`src/hw/rtl/touch_slider_event_filter_unit_defines.svh`:
```
// Assertion helpers shared by the filter RTL.
// Both expect clk and rst_n in scope (synchronous, active-low reset).
`ifndef TOUCH_SLIDER_EVENT_FILTER_UNIT_DEFINES_SVH
`define TOUCH_SLIDER_EVENT_FILTER_UNIT_DEFINES_SVH

// Same-cycle implication.
`define TSEF_ASSERT_IMPLY(lbl, ante, cons) \
  lbl: assert property (@(posedge clk) disable iff (!rst_n) (ante) |-> (cons)) \
    else $error("tsef assertion failed");

// Next-cycle implication.
`define TSEF_ASSERT_NEXT(lbl, ante, cons) \
  lbl: assert property (@(posedge clk) disable iff (!rst_n) (ante) |=> (cons)) \
    else $error("tsef assertion failed");

`endif

```
`src/hw/rtl/tsef_pkg.sv`:
```
`default_nettype none

package tsef_pkg;

  localparam int unsigned NUM_OF_CFG_REGS = 7;
  localparam int unsigned CFG_IDX_W       = 3;
  localparam int unsigned CFG_DATA_W      = 16;

  // Opcodes of an input item
  localparam logic [1:0] OP_EVENT  = 2'd0;
  localparam logic [1:0] OP_DRAIN  = 2'd1;
  localparam logic [1:0] OP_RESYNC = 2'd2;

  // Configuration register indexes
  localparam logic [CFG_IDX_W-1:0] CFG_TYPE_SYNC         = 3'd0;
  localparam logic [CFG_IDX_W-1:0] CFG_TYPE_KEY          = 3'd1;
  localparam logic [CFG_IDX_W-1:0] CFG_TYPE_ABSOLUTE     = 3'd2;
  localparam logic [CFG_IDX_W-1:0] CFG_CODE_REPORT       = 3'd3;
  localparam logic [CFG_IDX_W-1:0] CFG_CODE_DROPPED      = 3'd4;
  localparam logic [CFG_IDX_W-1:0] CFG_CODE_AXIS_X       = 3'd5;
  localparam logic [CFG_IDX_W-1:0] CFG_CODE_TOUCH_BUTTON = 3'd6;

  // Reset values of the configuration registers
  localparam logic [CFG_DATA_W-1:0] RST_TYPE_SYNC         = 16'd0;
  localparam logic [CFG_DATA_W-1:0] RST_TYPE_KEY          = 16'd1;
  localparam logic [CFG_DATA_W-1:0] RST_TYPE_ABSOLUTE     = 16'd3;
  localparam logic [CFG_DATA_W-1:0] RST_CODE_REPORT       = 16'd0;
  localparam logic [CFG_DATA_W-1:0] RST_CODE_DROPPED      = 16'd3;
  localparam logic [CFG_DATA_W-1:0] RST_CODE_AXIS_X       = 16'd0;
  localparam logic [CFG_DATA_W-1:0] RST_CODE_TOUCH_BUTTON = 16'd330;

  typedef enum logic [1:0] {
    KIND_PRESSED  = 2'd0,
    KIND_MOVED    = 2'd1,
    KIND_RELEASED = 2'd2,
    KIND_DROPPED  = 2'd3
  } kind_t;

  typedef struct packed {
    logic [CFG_DATA_W-1:0] type_sync;
    logic [CFG_DATA_W-1:0] type_key;
    logic [CFG_DATA_W-1:0] type_absolute;
    logic [CFG_DATA_W-1:0] code_report;
    logic [CFG_DATA_W-1:0] code_dropped;
    logic [CFG_DATA_W-1:0] code_axis_x;
    logic [CFG_DATA_W-1:0] code_touch_button;
  } cfg_t;

  typedef struct packed {
    logic [1:0]         opcode;
    logic [15:0]        event_type;
    logic [15:0]        event_code;
    logic signed [31:0] event_value;
    logic signed [31:0] resync_position;
    logic               resync_contact;
  } item_t;

  // Up to two results of one item; both carry the same position
  typedef struct packed {
    logic [1:0]         count;
    kind_t              kind0;
    kind_t              kind1;
    logic signed [31:0] position;
  } res_pair_t;

  // One entry of the result buffer
  typedef struct packed {
    kind_t              kind;
    logic signed [31:0] position;
    logic               last;
  } res_t;

endpackage

`default_nettype wire

```
`src/hw/rtl/tsef_core.sv`:
```
`default_nettype none

`include "touch_slider_event_filter_unit_defines.svh"

// Frame/contact state and the per-item decision logic.
module tsef_core (
  input  wire logic               clk,
  input  wire logic               rst_n,
  input  wire tsef_pkg::cfg_t     cfg,
  input  wire logic               fire,
  input  wire tsef_pkg::item_t    item,
  output tsef_pkg::res_pair_t     res
);
  import tsef_pkg::*;

  logic               discarding_r, discarding_nxt;
  logic               fhp_r, fhp_nxt;       // frame has position
  logic signed [31:0] fpos_r, fpos_nxt;     // frame position
  logic               fhb_r, fhb_nxt;       // frame has button
  logic               fbtn1_r, fbtn1_nxt;   // held button value is exactly 1
  logic               fbtn0_r, fbtn0_nxt;   // held button value is exactly 0
  logic signed [31:0] cur_r, cur_nxt;
  logic               contact_r, contact_nxt;
  logic               mp_r, mp_nxt;         // move pending

  logic is_pos, is_btn, is_drop, is_report;
  logic press, rel, c1, m1;

  assign is_pos    = (item.event_type == cfg.type_absolute) &&
                     (item.event_code == cfg.code_axis_x);
  assign is_btn    = (item.event_type == cfg.type_key) &&
                     (item.event_code == cfg.code_touch_button);
  assign is_drop   = (item.event_type == cfg.type_sync) &&
                     (item.event_code == cfg.code_dropped);
  assign is_report = (item.event_type == cfg.type_sync) &&
                     (item.event_code == cfg.code_report);

  // Commit of the held frame
  assign press = fhb_r && fbtn1_r && !contact_r;
  assign c1    = press ? 1'b1 : contact_r;
  assign m1    = press ? 1'b0 : ((fhp_r && contact_r) ? 1'b1 : mp_r);
  assign rel   = fhb_r && fbtn0_r && c1;

  always_comb begin
    discarding_nxt = discarding_r;
    fhp_nxt        = fhp_r;
    fpos_nxt       = fpos_r;
    fhb_nxt        = fhb_r;
    fbtn1_nxt      = fbtn1_r;
    fbtn0_nxt      = fbtn0_r;
    cur_nxt        = cur_r;
    contact_nxt    = contact_r;
    mp_nxt         = mp_r;
    res.count      = 2'd0;
    res.kind0      = KIND_PRESSED;
    res.kind1      = KIND_PRESSED;

    case (item.opcode)
      OP_EVENT: begin
        if (discarding_r) begin
          if (is_report) begin
            discarding_nxt = 1'b0;
            fhp_nxt        = 1'b0;
            fhb_nxt        = 1'b0;
          end
        end else if (is_pos) begin
          fhp_nxt  = 1'b1;
          fpos_nxt = item.event_value;
        end else if (is_btn) begin
          fhb_nxt   = 1'b1;
          fbtn1_nxt = (item.event_value == 32'sd1);
          fbtn0_nxt = (item.event_value == 32'sd0);
        end else if (is_drop) begin
          discarding_nxt = 1'b1;
          mp_nxt         = 1'b0;
          fhp_nxt        = 1'b0;
          fhb_nxt        = 1'b0;
          res.count      = 2'd1;
          res.kind0      = KIND_DROPPED;
        end else if (is_report) begin
          if (fhp_r) begin
            cur_nxt = fpos_r;
          end
          contact_nxt = c1;
          mp_nxt      = m1;
          if (press) begin
            res.count = 2'd1;
            res.kind0 = KIND_PRESSED;
          end
          if (rel) begin
            contact_nxt = 1'b0;
            mp_nxt      = 1'b0;
            if (m1) begin
              res.count = 2'd2;
              res.kind0 = KIND_MOVED;
              res.kind1 = KIND_RELEASED;
            end else begin
              res.count = 2'd1;
              res.kind0 = KIND_RELEASED;
            end
          end
          fhp_nxt = 1'b0;
          fhb_nxt = 1'b0;
        end
      end
      OP_DRAIN: begin
        if (mp_r) begin
          res.count = 2'd1;
          res.kind0 = KIND_MOVED;
          mp_nxt    = 1'b0;
        end
      end
      OP_RESYNC: begin
        cur_nxt        = item.resync_position;
        contact_nxt    = item.resync_contact;
        mp_nxt         = 1'b0;
        discarding_nxt = 1'b0;
        fhp_nxt        = 1'b0;
        fhb_nxt        = 1'b0;
      end
      default: begin
      end
    endcase

    // Every notification reports the position as it stands after the item
    res.position = cur_nxt;
  end

  always_ff @(posedge clk) begin
    if (!rst_n) begin
      discarding_r <= 1'b0;
      fhp_r        <= 1'b0;
      fhb_r        <= 1'b0;
      fbtn1_r      <= 1'b0;
      fbtn0_r      <= 1'b0;
      cur_r        <= '0;
      contact_r    <= 1'b0;
      mp_r         <= 1'b0;
    end else if (fire) begin
      discarding_r <= discarding_nxt;
      fhp_r        <= fhp_nxt;
      fhb_r        <= fhb_nxt;
      fbtn1_r      <= fbtn1_nxt;
      fbtn0_r      <= fbtn0_nxt;
      cur_r        <= cur_nxt;
      contact_r    <= contact_nxt;
      mp_r         <= mp_nxt;
    end
  end

  always_ff @(posedge clk) begin
    if (fire) begin
      fpos_r <= fpos_nxt;
    end
  end

  `TSEF_ASSERT_NEXT(a_drop_sets_discard,
    fire && res.count != 2'd0 && res.kind0 == KIND_DROPPED, discarding_r)
  `TSEF_ASSERT_IMPLY(a_pair_is_move_release,
    fire && res.count == 2'd2, res.kind0 == KIND_MOVED && res.kind1 == KIND_RELEASED)
  `TSEF_ASSERT_NEXT(a_resync_clears,
    fire && item.opcode == OP_RESYNC, !discarding_r && !mp_r && !fhp_r && !fhb_r)

endmodule

`default_nettype wire

```
`src/hw/rtl/touch_slider_event_filter_unit.sv`:
```
// Channel  Handshake                  Payload
// in       in_valid / in_ready        opcode, event_type, event_code, event_value,
//                                     resync_position, resync_contact
// out      out_valid / out_ready      kind, position, last
// cfg      cfg_wr_en (no wait)        cfg_index, cfg_wr_data
//
// An accepted item is held in the input register, then is decided in a
// single pass and its 0..2 results land in a two-entry result buffer.
// Items flow one per cycle while out_ready is high and each gives at most one
// result; an item with two results (moved + released) holds the next one back.
// The first result is presented from buffer entry 0 once the item is decided.
// Reset (rst_n low, synchronous) clears control state and loads default config.
// A stalled result (out_ready low) stops decisions but the input register
// still fills, so one more item is taken while the result waits.

`default_nettype none

`include "touch_slider_event_filter_unit_defines.svh"

module touch_slider_event_filter_unit (
  input  wire logic                              clk,
  input  wire logic                              rst_n,
  // input items
  input  wire logic                              in_valid,
  output logic                                   in_ready,
  input  wire logic [1:0]                        in_opcode,
  input  wire logic [15:0]                       in_event_type,
  input  wire logic [15:0]                       in_event_code,
  input  wire logic signed [31:0]                in_event_value,
  input  wire logic signed [31:0]                in_resync_position,
  input  wire logic                              in_resync_contact,
  // result items
  output logic                                   out_valid,
  input  wire logic                              out_ready,
  output logic [1:0]                             out_kind,
  output logic signed [31:0]                     out_position,
  output logic                                   out_last,
  // configuration writes
  input  wire logic                              cfg_wr_en,
  input  wire logic [tsef_pkg::CFG_IDX_W-1:0]    cfg_index,
  input  wire logic [tsef_pkg::CFG_DATA_W-1:0]   cfg_wr_data
);
  import tsef_pkg::*;

  // ---------------- configuration registers ----------------
  cfg_t cfg_r;

  always_ff @(posedge clk) begin
    if (!rst_n) begin
      cfg_r.type_sync         <= RST_TYPE_SYNC;
      cfg_r.type_key          <= RST_TYPE_KEY;
      cfg_r.type_absolute     <= RST_TYPE_ABSOLUTE;
      cfg_r.code_report       <= RST_CODE_REPORT;
      cfg_r.code_dropped      <= RST_CODE_DROPPED;
      cfg_r.code_axis_x       <= RST_CODE_AXIS_X;
      cfg_r.code_touch_button <= RST_CODE_TOUCH_BUTTON;
    end else if (cfg_wr_en) begin
      case (cfg_index)
        CFG_TYPE_SYNC:         cfg_r.type_sync         <= cfg_wr_data;
        CFG_TYPE_KEY:          cfg_r.type_key          <= cfg_wr_data;
        CFG_TYPE_ABSOLUTE:     cfg_r.type_absolute     <= cfg_wr_data;
        CFG_CODE_REPORT:       cfg_r.code_report       <= cfg_wr_data;
        CFG_CODE_DROPPED:      cfg_r.code_dropped      <= cfg_wr_data;
        CFG_CODE_AXIS_X:       cfg_r.code_axis_x       <= cfg_wr_data;
        CFG_CODE_TOUCH_BUTTON: cfg_r.code_touch_button <= cfg_wr_data;
        default: begin
        end
      endcase
    end
  end

  // ---------------- input register ----------------
  logic  in_v_r;
  item_t item_r;
  logic  proc_fire;
  logic  buf_room;

  // Result buffer: count and two entries, head in entry 0
  logic [1:0] cnt_r;
  res_t       e0_r, e1_r;
  logic       pop;

  res_pair_t  res;

  assign out_valid = (cnt_r != 2'd0);
  assign pop       = out_valid && out_ready;

  // Decide an item only when both of its possible results fit. With one
  // entry left that is leaving now, the buffer is effectively empty.
  assign buf_room  = (cnt_r == 2'd0) || ((cnt_r == 2'd1) && out_ready);
  assign proc_fire = in_v_r && buf_room;
  assign in_ready  = !in_v_r || proc_fire;

  always_ff @(posedge clk) begin
    if (!rst_n) begin
      in_v_r <= 1'b0;
    end else if (in_ready) begin
      in_v_r <= in_valid;
    end
  end

  always_ff @(posedge clk) begin
    if (in_ready && in_valid) begin
      item_r.opcode          <= in_opcode;
      item_r.event_type      <= in_event_type;
      item_r.event_code      <= in_event_code;
      item_r.event_value     <= in_event_value;
      item_r.resync_position <= in_resync_position;
      item_r.resync_contact  <= in_resync_contact;
    end
  end

  // ---------------- decision logic and state ----------------
  tsef_core u_core (
    .clk   (clk),
    .rst_n (rst_n),
    .cfg   (cfg_r),
    .fire  (proc_fire),
    .item  (item_r),
    .res   (res)
  );

  // ---------------- result buffer ----------------
  // A decision always finds the buffer empty after this cycle's pop, so new
  // results are written from entry 0.
  always_ff @(posedge clk) begin
    if (!rst_n) begin
      cnt_r <= 2'd0;
    end else if (proc_fire) begin
      cnt_r <= res.count;
    end else if (pop) begin
      cnt_r <= cnt_r - 2'd1;
    end
  end

  always_ff @(posedge clk) begin
    if (proc_fire) begin
      e0_r.kind     <= res.kind0;
      e0_r.position <= res.position;
      e0_r.last     <= (res.count == 2'd1);
      e1_r.kind     <= res.kind1;
      e1_r.position <= res.position;
      e1_r.last     <= 1'b1;
    end else if (pop) begin
      e0_r <= e1_r;
    end
  end

  assign out_kind     = e0_r.kind;
  assign out_position = e0_r.position;
  assign out_last     = e0_r.last;

  `TSEF_ASSERT_IMPLY(a_cnt_bound, 1'b1, cnt_r != 2'd3)
  `TSEF_ASSERT_IMPLY(a_fire_has_room,
    proc_fire, (cnt_r == 2'd0) || ((cnt_r == 2'd1) && pop))
  `TSEF_ASSERT_IMPLY(a_pair_order,
    cnt_r == 2'd2, !e0_r.last && e1_r.last)

endmodule

`default_nettype wire
```
`config.mk`:
```
export PLATFORM = sky130hd
export DESIGN_NAME = touch_slider_event_filter_unit
export DESIGN_NICKNAME = d
export VERILOG_FILES = /design/src/hw/rtl/tsef_pkg.sv /design/src/hw/rtl/tsef_core.sv /design/src/hw/rtl/touch_slider_event_filter_unit.sv
export VERILOG_INCLUDE_DIRS = /design/src /design/src/hw/rtl
export SDC_FILE = /design/constraint.sdc
export NUM_CORES = 1
export LEC_CHECK = 0
export BUFFER_PORTS_ARGS = -buffer_cell sky130_fd_sc_hd__buf_2
export CAP_MARGIN = 15
export CORE_MARGIN = 3
export CORE_UTILIZATION = 40
export CTS_BUF_LIST = sky130_fd_sc_hd__clkbuf_8
export CTS_CLUSTER_SIZE = 30
export DETAILED_ROUTE_END_ITERATION = 8
export GPL_TIMING_DRIVEN = 0
export HOLD_SLACK_MARGIN = 0.12
export PLACE_DENSITY = 0.59
export SYNTH_ARGS = -nofsm -noshare
export SYNTH_HDL_FRONTEND = slang
export SYNTH_SLANG_ARGS = --single-unit
```
`constraint.sdc`:
```
create_clock -name clk -period 5.9 [get_ports clk]
set_input_delay 1.77 -clock clk [delete_from_list [all_inputs] [get_ports clk]]
set_output_delay 1.77 -clock clk [all_outputs]
set_load 0.005 [all_outputs]
```
==> Word-level counts from Yosys, hierarchy flattened <==
Index checks and enable logic that the tools add are counted.
{ "classes": {"addsub": 1, "eq_ne": 26, "muxes": 58, "n_bitwise": 5, "reduce_logical": 41} }
{ "ops": {"columns": ["cell", "n"], "rows": [
  ["$mux 32", 6],
  ["$eq 16x16->1", 7],
  ["$mux 35", 2],
  ["$pmux 32 s2", 1],
  ["$eq 32x2->1 const B", 1],
  ["$logic_not 32->1", 1],
  ["$mux 1", 30],
  ["$mux 6", 5],
  ["$reduce_and 2->1", 8],
  ["$logic_and 1x1->1", 13],
  ["$pmux 1 s2", 5],
  ["$eq 3x3->1 const B", 3],
  ["$mux 2", 4],
  ["$mux 4", 2],
  ["$ne 2x2->1 const B", 4],
  ["$pmux 4 s2", 1],
  ["$reduce_bool 2->1", 4],
  ["$reduce_and 7->1", 1],
  ["$reduce_or 7->1", 1],
  ["$eq 2x1->1 const B", 3],
  ["$eq 3x2->1 const B", 2],
  ["$mux 3", 2],
  ["$reduce_and 3->1", 2],
  ["$reduce_and 6->1", 1],
  ["other kinds (15)", 22]
]} }
{ "word_totals": {"ff_bits": 354, "inputBits": 123, "output_inout_bits": 37, "elab_cells": 160} }

==> Longest topological paths before layout <==
{ "logic_depth": {"word_depth": 13, "depth_mapped": 9} }

==> Cells and area by module <==
A second synthesis with hierarchy kept.
{ "unflattened": {"cells_unflattened": 1219, "hier_area_um2": 14606.5} }
{ "modules_own_cells": {"columns": ["mod", "instances", "cells_each", "area_each_um2", "seq_area_each_um2"], "rows": [
  ["touch_slider_event_filter_unit", 1, 738, 10043.4, 7347.0],
  ["tsef_core", 1, 481, 4563.1, 1741.7]
]} }

==> Worst setup path before layout <==
OpenSTA, ideal clock, no wires.
{ "synth_timing": {"path_kind": "input -> register", "from": "input out_ready", "to": "register item_r[0] (netlist bit) (enable)", "t_arrival_ps": 4243, "required_time_ps": 5431, "setup_slack_ps": 1188, "path_stages": 3, "path_cell_list": "a21oi_1 nand2_1 and2_1"} }
{ "synth_between": {"elab_chain_len": 5} }
{ "synth_lines": {"columns": ["item", "line", "text"], "rows": [
  ["from (decl)", "touch_slider_event_filter_unit.sv:34", "input wire logic out_ready,"],
  ["$logic_and 1x1->1", "touch_slider_event_filter_unit.sv:90", "assign buf_room = (cnt_r == 2'd0) || ((cnt_r == 2'd1) && out_ready);"],
  ["$logic_or 1x1->1", "touch_slider_event_filter_unit.sv:90", null],
  ["$logic_and 1x1->1", "touch_slider_event_filter_unit.sv:91", "assign proc_fire = in_v_r && buf_room;"],
  ["$logic_or 1x1->1", "touch_slider_event_filter_unit.sv:92", "assign in_ready = !in_v_r || proc_fire;"],
  ["named net in_ready", "touch_slider_event_filter_unit.sv:25", "output logic in_ready,"],
  ["$logic_and 1x1->1", "touch_slider_event_filter_unit.sv:103", "if (in_ready && in_valid) begin"],
  ["to (decl)", "touch_slider_event_filter_unit.sv:74", "item_t item_r;"]
]} }
The timed path passes the listed nets, and every way through them passes these cells.
A chain may end at the register's enable or synchronous reset.

==> Final worst setup path <==
{ "layout_timing": {"from": "input out_ready", "to": "output in_ready"} }
{ "layout_between": {"elab_chain_len": 4} }
{ "layout_lines": {"columns": ["item", "line"], "rows": [
  ["$logic_and 1x1->1", "touch_slider_event_filter_unit.sv:90"],
  ["$logic_or 1x1->1", "touch_slider_event_filter_unit.sv:90"],
  ["$logic_and 1x1->1", "touch_slider_event_filter_unit.sv:91"],
  ["$logic_or 1x1->1", "touch_slider_event_filter_unit.sv:92"],
  ["to (decl)", "touch_slider_event_filter_unit.sv:25"]
]} }
No other way between the ends.

==> metrics <==
Critical Path AT approximately 2.4 ns; r2r setup slk about 2.4 ns; switching power ~1.5 mW; DRT iter0 DRCs roughly 700; CP Class input port to output pin; footprint of the multi-input gates 5120 sq um; Seq. cell area between 9000 and 10000 sq um; worst-path cell chain buf_2, a21oi_1, nand2_1, buf_2; status complete, no violations; Die X around 200 um; internal power roughly 4.2 mW; Synth area leader edfxtp_1; Synth-to-Final Area Change 18.2%; final-report setup violation count 0; clock power share just under 40%; CTS Buffer Depth 3; Die Area 38600 sq um; # diodes 0; Yosys top cell area share about 41%; vias in the first global route ~11000; first drt pass iteration count 5; final instance area 17100 sq um; Synth Flop Type edfxtp_1; fill cell count about 3300; critical path capture point in_ready; num rows 69; register area share after synthesis approximately 62%; vias per cell about 5.2; pins over their slew limit 0; clock-pin slew on the worst setup and hold paths roughly 0.06 ns; sw frac about a quarter; Overall Global Routing Usage 21.2%; Crit. End Element output pin; Placed Area roughly 16000 sq um; Clock Sinks roughly 350; post-place setup slack between 1.5 and 2 ns; Synth Area per Inst 10.9 sq um; Buf/Inv on CP 2; Post-CTS Setup Bufs 0; CP top delay family buffers and inverters; clock root buffer master clkbuf_8; total of max-cap violations 0; yosys warns 0; CTS tree done; hold slack ~0.45 ns; DR DRC count 0; overall power 5.64 mW; initial antenna violation count 0; core box area 35700 sq um; post-route ant nets 0; final worst-path cycle share 70.3%; Gate power share under 10%; Vias 10800; final wirelength 41000 um; crit path time final between 4 and 5 ns; Syn Inst Count between 1000 and 1500; detailed placement HPWL 29100 um; maximum vdd drop about 0.18 mV; layout cells sized above 1 17.0%; max incr delay on CP about 0.20 ns; Initial Util around 41%; PD cells about 330 nW/um^2; required time worst endpoint approximately 4.1 ns; Critical path origin out_ready; Worst-Margin Slew roughly 0.88 ns; Avg WL per Cell approximately 20 um; first-pass GRT wire length 62500 um; number of synthesized register bits between 300 and 400; Port Buffers between 150 and 200; r2r startpoint item_r[92]$_DFFE_PP_; gpl congestion between 0.8 and 0.9; worst setup margin around 1.8 ns; Seq pwr share between 50 and 60%; chip height 196 um; Most common cell on crit path buf_2; Slew HR about two fifths; Final Hold Fails 0; Mapped Area approximately 15000 sq um; Unique masters post-synth 55; worst min path class flip-flop to flip-flop; post_cts resized 0; worst-skew pair later-pin latency 0.66 ns; worst reg2reg path depth 8; # H-tree levels 2; unrepaired setup endpoints after global routing no; Hold Buf Count CTS 0; CP Depth 4; Mapped Nets about 1500; Clock Skew 0.0381 ns; Post-synth EDFFs between 150 and 200; FMAX ~240 MHz; type of origin of the critical path input port; FFs w/ async S/R, synth 0%; largest net degree at the start of global routing 57; slowest cell on the critical path a21oi_1; top-level I/O count 160; TritonCTS Buffers 60; reg2reg end out_position[21]$_DFFE_PP_; CP Max Fanout 3; Leak Pwr 6.31 nW; fin nets ~1700; gr ovfl total 0; top cells by area, synth edfxtp_1 (41%), dfxtp_1 (21%), nand2_1 (7.7%)
final cells by class:
type	instances	share of cell area, %
buffer	67	1.60
clock buffer	62	4.98
clock inverter	51	1.95
inverter	17	0.372
multi-input combinational	890	29.9
sequential	353	52.9
tap	461	3.37
timing repair buffer	161	5.01
power groups by stage:
stage / Clock (mW) / Sequential [mW] / Combinational [mW]
2_1_floorplan: 0 / 2.92 / 0.310
3_3_place_gp: 0 / 2.96 / 0.543
3_5_place_dp: 0 / 2.95 / 0.562
4_1_cts: 2.24 / 2.90 / 0.564
5_1_grt: 2.35 / 2.91 / 0.619
6_report: 2.18 / 2.90 / 0.557
placed cells by master, fill, tap and decap left out, types with 5 or more instances in the layout:
cell type / instances
a21o_1: 5
a21oi_1: 114
a221o_1: 7
a31oi_1: 48
and2_1: 22
buf_1: 6
buf_2: 160
clkbuf_1: 54
clkbuf_8: 62
clkinv_1: 11
clkinv_2: 13
dfxtp_1: 154
edfxtp_1: 199
ha_1: 6
inv_1: 34
mux2_2: 9
mux2i_1: 26
nand2_1: 297
nand2b_1: 15
nand3_1: 18
nand4_1: 25
nor2_1: 37
nor3_1: 10
nor4_1: 31
o21ai_0: 53
or3_1: 5
or4_1: 6
xnor2_1: 32
xor2_1: 80
cell usage after synthesis, types with 16 or more instances:
| cell type | n |
|---|---|
| a21oi_1 | 114 |
| a31oi_1 | 48 |
| and2_1 | 23 |
| clkbuf_1 | 55 |
| dfxtp_1 | 154 |
| edfxtp_1 | 199 |
| inv_1 | 16 |
| mux2i_1 | 26 |
| nand2_1 | 297 |
| nand3_1 | 18 |
| nand4_1 | 25 |
| nor2_1 | 38 |
| nor4_1 | 31 |
| o21ai_0 | 53 |
| xnor2_1 | 32 |
| xor2_1 | 80 |
layer usage:
metal	wire length, um	vias to the layer above	GRT usage [%]
met5	0	-	0
met4	1210	0	7.50
met3	2470	82	4.34
met2	19800	350	35.6
met1	17500	5198	27.3
li1	-	5181	-
stage by stage:
step / setup TNS (ns) / std cells / util, %
global placement: -33.46 / 1946 / 44.5
detailed placement: 0 / 1949 / 44.7
CTS: 0 / 2062 / 48.1
floorplan: 0 / 1327 / -
global route: 0 / 2062 / 48.1
finish: 0 / 2062 / 48.1
flip-flops by register name, indices dropped and copies added, names as in the netlist:
name and cells:
u_core.fhb_r 1, u_core.fbtn1_r 1, cnt_r 2, u_core.contact_r 1, in_v_r 1, item_r 99, u_core.fhp_r 1, out_last 1
out_kind 2, u_core.fpos_r 32, u_core.fbtn0_r 1, out_position 32, e1_r 33, cfg_r 112, u_core.discarding_r 1, u_core.cur_r 32
u_core.mp_r 1
worst min-delay path by stage:
stage               cells after the start                          end            startpoint  slack [ns]
floorplan                               0  u_core.fpos_r[17]$_DFFE_PP_  item_r[50]$_DFFE_PP_        0.43
global placement                        0  u_core.fpos_r[19]$_DFFE_PP_  item_r[52]$_DFFE_PP_        0.44
detailed placement                      0  u_core.fpos_r[16]$_DFFE_PP_  item_r[49]$_DFFE_PP_        0.44
CTS                                     0  u_core.fpos_r[31]$_DFFE_PP_  item_r[64]$_DFFE_PP_        0.45
global route                            0  u_core.fpos_r[11]$_DFFE_PP_  item_r[44]$_DFFE_PP_        0.46
finish                                  0  u_core.fpos_r[11]$_DFFE_PP_  item_r[44]$_DFFE_PP_        0.45
cell families after synthesis:
logic type                 after synthesis  share of synthesized area [%]
xor gates and xnor gates               112                           6.76
adders and majority gates                6                          0.518
and+or+nand+nor                        482                           15.2
DFF                                    353                           62.5
AOI/OAI and AO/OA                      255                           10.3
muxes                                   35                           2.49
buffers and inverters                   84                           2.32
No activity file was read; power rests on OpenSTA's default activity.
